$ cat src/hdl/ibsa_pkg.sv
`timescale 1ns / 1ps

package ibsa_pkg;

  // Fixed field widths of the result word and the configuration port.
  localparam int MEAN_W     = 32;
  localparam int COUNT_W    = 16;
  localparam int CFG_IDX_W  = 8;
  localparam int CFG_DATA_W = 16;
  localparam int LANES      = 6;

  localparam logic [COUNT_W-1:0] COUNT_MAX   = '1;
  localparam logic [COUNT_W-1:0] COUNT_RESET = COUNT_W'(1);
  localparam logic [COUNT_W-1:0] INIT_RESET  = COUNT_W'(100);

  // Configuration register indexes.
  localparam logic [CFG_IDX_W-1:0] REG_ENABLE     = CFG_IDX_W'(0);
  localparam logic [CFG_IDX_W-1:0] REG_INIT_COUNT = CFG_IDX_W'(1);

  // Per-step commands from the sequencer to every lane.
  typedef struct packed {
    logic load;
    logic step;
    logic commit;
  } lane_ctl_t;

  // Width of the signed difference between a scaled sample and a mean.
  function automatic int diff_width(input int sw, input int fb);
    return ((sw + fb > MEAN_W) ? sw + fb : MEAN_W) + 1;
  endfunction

endpackage

$ cat src/hdl/ibsa_lane.sv
`timescale 1ns / 1ps

module ibsa_lane #(
  parameter int SAMPLE_WIDTH = 16,
  parameter int FRAC_BITS    = 16
) (
  input  logic                                   clk,
  input  logic                                   rst,
  input  ibsa_pkg::lane_ctl_t                    ctl,
  input  logic signed [SAMPLE_WIDTH-1:0]         sample,
  input  logic [ibsa_pkg::COUNT_W-1:0]           divisor,
  output logic signed [ibsa_pkg::MEAN_W-1:0]     mean
);

  localparam int DW    = ibsa_pkg::diff_width(SAMPLE_WIDTH, FRAC_BITS);
  localparam int SUM_W = DW + 2;
  localparam int MW    = ibsa_pkg::MEAN_W;
  localparam int CW    = ibsa_pkg::COUNT_W;

  localparam logic signed [SUM_W-1:0] SUM_MAX =
    {{(SUM_W-MW+1){1'b0}}, {(MW-1){1'b1}}};
  localparam logic signed [SUM_W-1:0] SUM_MIN =
    {{(SUM_W-MW+1){1'b1}}, {(MW-1){1'b0}}};

  logic [DW-1:0]          mag;
  logic [CW-1:0]          rem;
  logic                   neg;

  logic signed [DW-1:0]   scaled;
  logic signed [DW-1:0]   mean_ext;
  logic signed [DW-1:0]   diff;
  logic [DW-1:0]          diff_mag;
  logic [CW:0]            trial;
  logic                   fits;
  logic [CW-1:0]          rem_next;
  logic signed [SUM_W-1:0] quo;
  logic signed [SUM_W-1:0] sum;
  logic signed [MW-1:0]   mean_next;

  // Difference between the scaled sample and the current mean.
  always_comb begin
    scaled   = $signed({{(DW-SAMPLE_WIDTH){sample[SAMPLE_WIDTH-1]}}, sample}) <<< FRAC_BITS;
    mean_ext = $signed({{(DW-MW){mean[MW-1]}}, mean});
    diff     = scaled - mean_ext;
    diff_mag = diff[DW-1] ? DW'(-diff) : diff;
  end

  // One restoring division step: the quotient shifts into the dividend register.
  always_comb begin
    trial    = {rem, mag[DW-1]};
    fits     = trial >= {1'b0, divisor};
    rem_next = fits ? CW'(trial - {1'b0, divisor}) : trial[CW-1:0];
  end

  // Signed quotient added to the mean and clamped to the 32-bit range.
  always_comb begin
    quo = neg ? -$signed({2'b00, mag}) : $signed({2'b00, mag});
    sum = $signed({{(SUM_W-MW){mean[MW-1]}}, mean}) + quo;
    if (sum > SUM_MAX) begin
      mean_next = {1'b0, {(MW-1){1'b1}}};
    end else if (sum < SUM_MIN) begin
      mean_next = {1'b1, {(MW-1){1'b0}}};
    end else begin
      mean_next = sum[MW-1:0];
    end
  end

  // The mean is state and resets to zero.
  always_ff @(posedge clk) begin
    if (rst) begin
      mean <= '0;
    end else if (ctl.commit) begin
      mean <= mean_next;
    end
  end

  // Divider datapath.
  always_ff @(posedge clk) begin
    if (ctl.load) begin
      mag <= diff_mag;
      neg <= diff[DW-1];
      rem <= '0;
    end else if (ctl.step) begin
      mag <= {mag[DW-2:0], fits};
      rem <= rem_next;
    end
  end

endmodule

$ cat src/hdl/imu_static_bias_averager_top.sv
`timescale 1ns / 1ps

// Static bias averager for a six-axis IMU. Each accepted word (six signed samples and a
// group-end mark) yields one result word holding the six running means in Q16.16, the
// divisor for the next sample and the done flag. While enabled and not yet done, every
// axis updates mean += (sample - mean) / count in its own lane; the six lanes share one
// sequencer and each runs a restoring divider that retires one quotient bit per cycle.
// A processed word goes through the run, commit and finish states, with one step per
// quotient bit of DW = max(SAMPLE_WIDTH + FRAC_BITS, 32) + 1 in the run state; a word
// that is ignored (block disabled or initialization done) goes straight to finish. One
// word is worked on at a time; a finished result waits in the output register while the
// next word is accepted. Configuration must only be written while no word is in flight; the block does not check.

module imu_static_bias_averager_top #(
  parameter int SAMPLE_WIDTH = 16,
  parameter int FRAC_BITS    = 16
) (
  input  logic                                   clk,
  input  logic                                   rst,
  input  logic                                   in_valid,
  output logic                                   in_stall,
  input  logic signed [SAMPLE_WIDTH-1:0]         acc_x,
  input  logic signed [SAMPLE_WIDTH-1:0]         acc_y,
  input  logic signed [SAMPLE_WIDTH-1:0]         acc_z,
  input  logic signed [SAMPLE_WIDTH-1:0]         gyr_x,
  input  logic signed [SAMPLE_WIDTH-1:0]         gyr_y,
  input  logic signed [SAMPLE_WIDTH-1:0]         gyr_z,
  input  logic                                   group_end,
  output logic                                   out_valid,
  input  logic                                   out_stall,
  output logic signed [ibsa_pkg::MEAN_W-1:0]     mean_acc_x,
  output logic signed [ibsa_pkg::MEAN_W-1:0]     mean_acc_y,
  output logic signed [ibsa_pkg::MEAN_W-1:0]     mean_acc_z,
  output logic signed [ibsa_pkg::MEAN_W-1:0]     mean_gyr_x,
  output logic signed [ibsa_pkg::MEAN_W-1:0]     mean_gyr_y,
  output logic signed [ibsa_pkg::MEAN_W-1:0]     mean_gyr_z,
  output logic [ibsa_pkg::COUNT_W-1:0]           sample_count,
  output logic                                   init_done,
  input  logic                                   cfg_valid,
  output logic                                   cfg_ready,
  input  logic [ibsa_pkg::CFG_IDX_W-1:0]         cfg_index,
  input  logic [ibsa_pkg::CFG_DATA_W-1:0]        cfg_data
);

  localparam int DW     = ibsa_pkg::diff_width(SAMPLE_WIDTH, FRAC_BITS);
  localparam int STEP_W = $clog2(DW + 1);
  localparam int MW     = ibsa_pkg::MEAN_W;
  localparam int CW     = ibsa_pkg::COUNT_W;

  typedef enum logic [1:0] {
    S_IDLE,
    S_RUN,
    S_COMMIT,
    S_FIN
  } state_t;

  state_t              state;
  logic [STEP_W-1:0]   steps;
  logic [CW-1:0]       count;
  logic                done_flag;
  logic                grp;
  logic                enable;
  logic [CW-1:0]       init_count;

  logic                accept;
  logic                process;
  logic                out_free;
  logic [CW-1:0]       count_next;
  ibsa_pkg::lane_ctl_t ctl;

  logic signed [SAMPLE_WIDTH-1:0] samples [ibsa_pkg::LANES];
  logic signed [MW-1:0]           means   [ibsa_pkg::LANES];

  assign in_stall  = (state != S_IDLE);
  assign cfg_ready = 1'b1;
  assign accept    = in_valid && !in_stall;
  assign process   = enable && !done_flag;
  assign out_free  = !out_valid || !out_stall;

  assign count_next = (count == ibsa_pkg::COUNT_MAX) ? count : count + CW'(1);

  // Lane commands follow the sequencer state.
  always_comb begin
    ctl.load   = accept && process;
    ctl.step   = (state == S_RUN);
    ctl.commit = (state == S_COMMIT);
  end

  assign samples[0] = acc_x;
  assign samples[1] = acc_y;
  assign samples[2] = acc_z;
  assign samples[3] = gyr_x;
  assign samples[4] = gyr_y;
  assign samples[5] = gyr_z;

  // One averaging lane per axis.
  for (genvar i = 0; i < ibsa_pkg::LANES; i++) begin : g_lane
    ibsa_lane #(
      .SAMPLE_WIDTH(SAMPLE_WIDTH),
      .FRAC_BITS   (FRAC_BITS)
    ) u_lane (
      .clk    (clk),
      .rst    (rst),
      .ctl    (ctl),
      .sample (samples[i]),
      .divisor(count),
      .mean   (means[i])
    );
  end

  // Configuration registers.
  always_ff @(posedge clk) begin
    if (rst) begin
      enable     <= 1'b1;
      init_count <= ibsa_pkg::INIT_RESET;
    end else if (cfg_valid && cfg_ready) begin
      case (cfg_index)
        ibsa_pkg::REG_ENABLE:     enable     <= cfg_data[0];
        ibsa_pkg::REG_INIT_COUNT: init_count <= cfg_data;
        default: ;
      endcase
    end
  end

  // Sequencer, count and done state, and the merged output register.
  always_ff @(posedge clk) begin
    if (rst) begin
      state     <= S_IDLE;
      steps     <= '0;
      count     <= ibsa_pkg::COUNT_RESET;
      done_flag <= 1'b0;
      out_valid <= 1'b0;
    end else begin
      // The finish state reloads the result register itself when it is free.
      if (out_valid && !out_stall && (state != S_FIN)) begin
        out_valid <= 1'b0;
      end
      case (state)
        S_IDLE: begin
          if (accept) begin
            grp   <= group_end;
            steps <= STEP_W'(DW);
            state <= process ? S_RUN : S_FIN;
          end
        end
        S_RUN: begin
          steps <= steps - STEP_W'(1);
          if (steps == STEP_W'(1)) begin
            state <= S_COMMIT;
          end
        end
        S_COMMIT: begin
          count <= count_next;
          if (grp && (count_next > init_count)) begin
            done_flag <= 1'b1;
          end
          state <= S_FIN;
        end
        S_FIN: begin
          if (out_free) begin
            out_valid    <= 1'b1;
            mean_acc_x   <= means[0];
            mean_acc_y   <= means[1];
            mean_acc_z   <= means[2];
            mean_gyr_x   <= means[3];
            mean_gyr_y   <= means[4];
            mean_gyr_z   <= means[5];
            sample_count <= count;
            init_done    <= done_flag;
            state        <= S_IDLE;
          end
        end
        default: begin
          state <= S_IDLE;
        end
      endcase
    end
  end

endmodule

$ cat config.mk
export PLATFORM = sky130hd
export DESIGN_NAME = imu_static_bias_averager_top
export DESIGN_NICKNAME = d
export VERILOG_FILES = /design/src/hdl/ibsa_pkg.sv /design/src/hdl/ibsa_lane.sv /design/src/hdl/imu_static_bias_averager_top.sv
export SDC_FILE = /design/constraint.sdc
export NUM_CORES = 2
export LEC_CHECK = 0
export BUFFER_PORTS_ARGS = -buffer_cell sky130_fd_sc_hd__buf_2
export CELL_PAD_IN_SITES_DETAIL_PLACEMENT = 0
export CELL_PAD_IN_SITES_GLOBAL_PLACEMENT = 2
export CORE_AREA = 2 2 349 437
export DETAILED_ROUTE_END_ITERATION = 8
export DIE_AREA = 0 0 351 439
export MAX_ROUTING_LAYER = met4
export PLACE_DENSITY_LB_ADDON = 0.1
export SYNTH_ARGS = -nofsm -noshare
export SYNTH_HDL_FRONTEND = slang
export SYNTH_SLANG_ARGS = --single-unit
export TNS_END_PERCENT = 5
$ cat constraint.sdc
create_clock -name clk -period 29 [get_ports clk]
set_input_delay 5.8 -clock clk [delete_from_list [all_inputs] [get_ports clk]]
set_output_delay 5.8 -clock clk [all_outputs]
set_load 0.01 [all_outputs]
==> summary.txt <==
Placement
  • Post-DP HPWL: around 140,000 um
  • Final Wtd Congestion: a little under 0.9
  • PortBufs: between 300 and 400

Synthesis
  • Synth Cell Area: ~58,000 um^2
  • Leading cell type by number of instances after synthesis: nand2_1
  • Average cell area after synthesis: 8.524 um^2
  • Most common flop cell mapped by yosys: edfxtp_1
  • Synth top area share: a little over a fifth
  • Synth Register Bits: between 700 and 800
  • Sequential-to-total area share from yosys stat: 32.74%
  • Area contributors post-synth: edfxtp_1, dfxtp_1, ha_1
  • Number of synthesized flops with an enable pin: between 400 and 500
  • Mapped Cells: 6,830
  • Largest area contributor in the netlist: edfxtp_1
  • Synth cell types: 98
  • Syn nets: between 7,000 and 8,000
  • Warning count from the yosys run: 0
  • Top cells by count, synth: nand2_1, o21ai_0, xnor2_1
  • Async SR Flop Fraction: 0%

Timing
  • Fin crit period: between 9000 and 10,000 ps
  • Worst slew pin tran: between 1000 and 1500 ps
  • Final Max Slew Viols: 0
  • Final Hold Vio Count: 0
  • Endpoints failing setup: 0
  • Slew HR: 22.06%
  • Final worst-path cycle share: between 30% and 40%
  • Peak Freq: ~110 MHz
  • RSZ-0062 raised after global routing: false
  • Setup TNS: 0 ps
  • Clock skew: around 28 ps

Floorplanning
  • I/O pins: between 300 and 400
  • Die height: around 440 um
  • Core box area: 149,800 um^2
  • Num rows: 159
  • Die Area: 154,100 um^2
  • Die W: 351 um
  • Starting Density: about two fifths

Global route
  • Total global-route track usage: about 25%
  • Largest net degree at the start of global routing: between 200 and 250
  • Vias in the first global route: ~50,000
  • Grt total ovfl: 0
  • First-pass GRT wire length: around 290,000 um
  • Initial antenna violation count: 14

Outcome
  • Outcome: completed

Routing
  • Routed Antenna Nets: 0
  • Avg WL per Cell: ~21 um
  • Vias per std cell: ~5.6
  • Violation count after the first detailed-route iteration: 2,739
  • First-pass iteration count of the detailed router: 5
  • Routed wire length: 189,600 um
  • DR vias: 50,930
  • Post-route DRC: 0

Clocking
  • Hold buffers post-CTS: 0
  • PostCTS Resize Cnt: 0
  • TritonCTS clock tree: yes
  • Clock root cell: clkbuf_16
  • Total CTS buffers: 90
  • Clock tree buffer depth: 3
  • H-tree Lvls: 3
  • Worst-skew pair later-pin latency: 720 ps
  • Clock sink total: roughly 750
  • Setup Buffers After CTS: 0
  • Clock transition at path regs: 60 ps

Critical path
  • Setup Crit Path Kind: in -> reg
  • CP Max Fanout: 4
  • CP Launch Type: input port
  • Worst Path Required: about 30,000 ps
  • Critical path data arrival time: approximately 10000 ps
  • Worst setup EP type: flop

Final layout
  • Nets@finish: 7,575
  • Area of the multi-input gates: 36,940 um^2
  • Layout cells sized above 1: a little under a tenth
  • FF+latch area: 19,060 um^2
  • Filler cells: around 15,000
  • Area Overhead vs Synth: 11.52%

Worst hold path
  • HP Class: reg -> reg

Job
  • Max Cap Violations: 0
## sequential cells by signal (all words and copies together) (netlist names)
signal / count
mean_gyr_y: 32
mean_acc_z: 32
state: 2
mean_gyr_x: 32
sample_count: 16
init_done: 1
enable: 1
g_lane.u_lane.mean: 192
grp: 1
mean_acc_x: 32
mean_gyr_z: 32
g_lane.u_lane.neg: 6
init_count: 16
steps: 6
mean_acc_y: 32
count: 16
out_valid: 1
done_flag: 1
g_lane.u_lane.rem: 96
g_lane.u_lane.mag: 198
## routing by layer
metal  share of wire (%)  GRT usage [%]  vias up
li1                    -              -    25390
met1                  43          30.08    24340
met2                  50          43.33      981
met3                 3.9          2.460      218
met4                 2.5          6.832        0
met5                   0              -        -
## per-stage QoR
| step | cells | setup slack, ps | hold slack [ps] | util (%) | instance area (um^2) |
|---|---|---|---|---|---|
| final | 9097 | 19570 | 456.9 | 43.34 | 64920 |
| after global routing | 9092 | 19220 | 475.7 | 43.33 | 64910 |
| after CTS | 9090 | 19620 | 463.3 | 43.33 | 64900 |
| after detailed placement | 8920 | 18850 | 448.1 | 41.24 | 61770 |
| after global placement | 8920 | 18890 | 436.8 | 41.24 | 61770 |
| after floorplan | 6830 | 6470 | 418.3 | - | 58220 |
## cell type report
type / count / area share, %
antenna: 7 / 0.02698
clock buffer: 117 / 3.955
clock inverter: 53 / 0.8692
inverter: 298 / 1.738
multi-input combinational: 5476 / 56.90
sequential: 745 / 29.36
tap: 2012 / 3.878
timing repair buffer: 389 / 3.276
## cell usage in the layout, fill, tap and decap left out, types with 61 or more instances in the layout
master     Yosys  final
a211oi_1     119    118
a21o_1       163    163
a21oi_1      412    408
a221oi_1     102    102
a31oi_1       81     80
buf_2          9    335
clkbuf_16      0     93
dfxtp_1      331    331
edfxtp_1     414    414
ha_1         437    435
inv_1        296    294
mux2i_1      106    106
nand2_1      765    765
nand2b_1      61     61
nand3_1      129    128
nand4_1       69     69
nor2_1       473    470
nor3_1       159    159
o21ai_0      571    571
o31ai_1      106    104
or3_1         88     88
xnor2_1      566    566
xor2_1       227    227
## cells by family (layout without fill, tap and decap cells)
family | count (synthesis) | in the layout | share of synthesized area (%)
AND/OR/NAND/NOR | 2126 | 2126 | 17.37
AO/OA/AOI/OAI | 1994 | 1994 | 22.20
XOR/XNOR | 794 | 794 | 11.96
flip-flops | 745 | 745 | 32.74
buffers and inverters | 609 | 857 | 3.985
adder cells (fa/ha/maj) | 449 | 449 | 9.805
multiplexers | 112 | 112 | 1.939
other | 1 | 8 | 0.006442
## final timing paths
path	startpoint	to	slack [ps]	depth (start not counted)
max	gyr_x[0]	g_lane[3].u_lane.mag[32]	19570	13
min	g_lane[4].u_lane.rem[15]	g_lane[4].u_lane.rem[15]	460	2
max reg2reg	g_lane[4].u_lane.mag[6]	g_lane[4].u_lane.mean[22]	21930	19
min reg2reg	g_lane[4].u_lane.rem[15]	g_lane[4].u_lane.rem[15]	460	2
## critical path, stage by stage
cell and delay (ps):
buf_2 100, ha_1 310, nor4b_1 640, o211ai_1 220
o31a_1 330, o21ai_0 360, xor2_1 170, or4_1 590
or3_1 440, nor4b_2 360, nand2_1 80, or4_1 470
o21ai_1 120
Power is not shown: default switching activity piles up to over one toggle a cycle in this logic, so the estimate is an artifact.
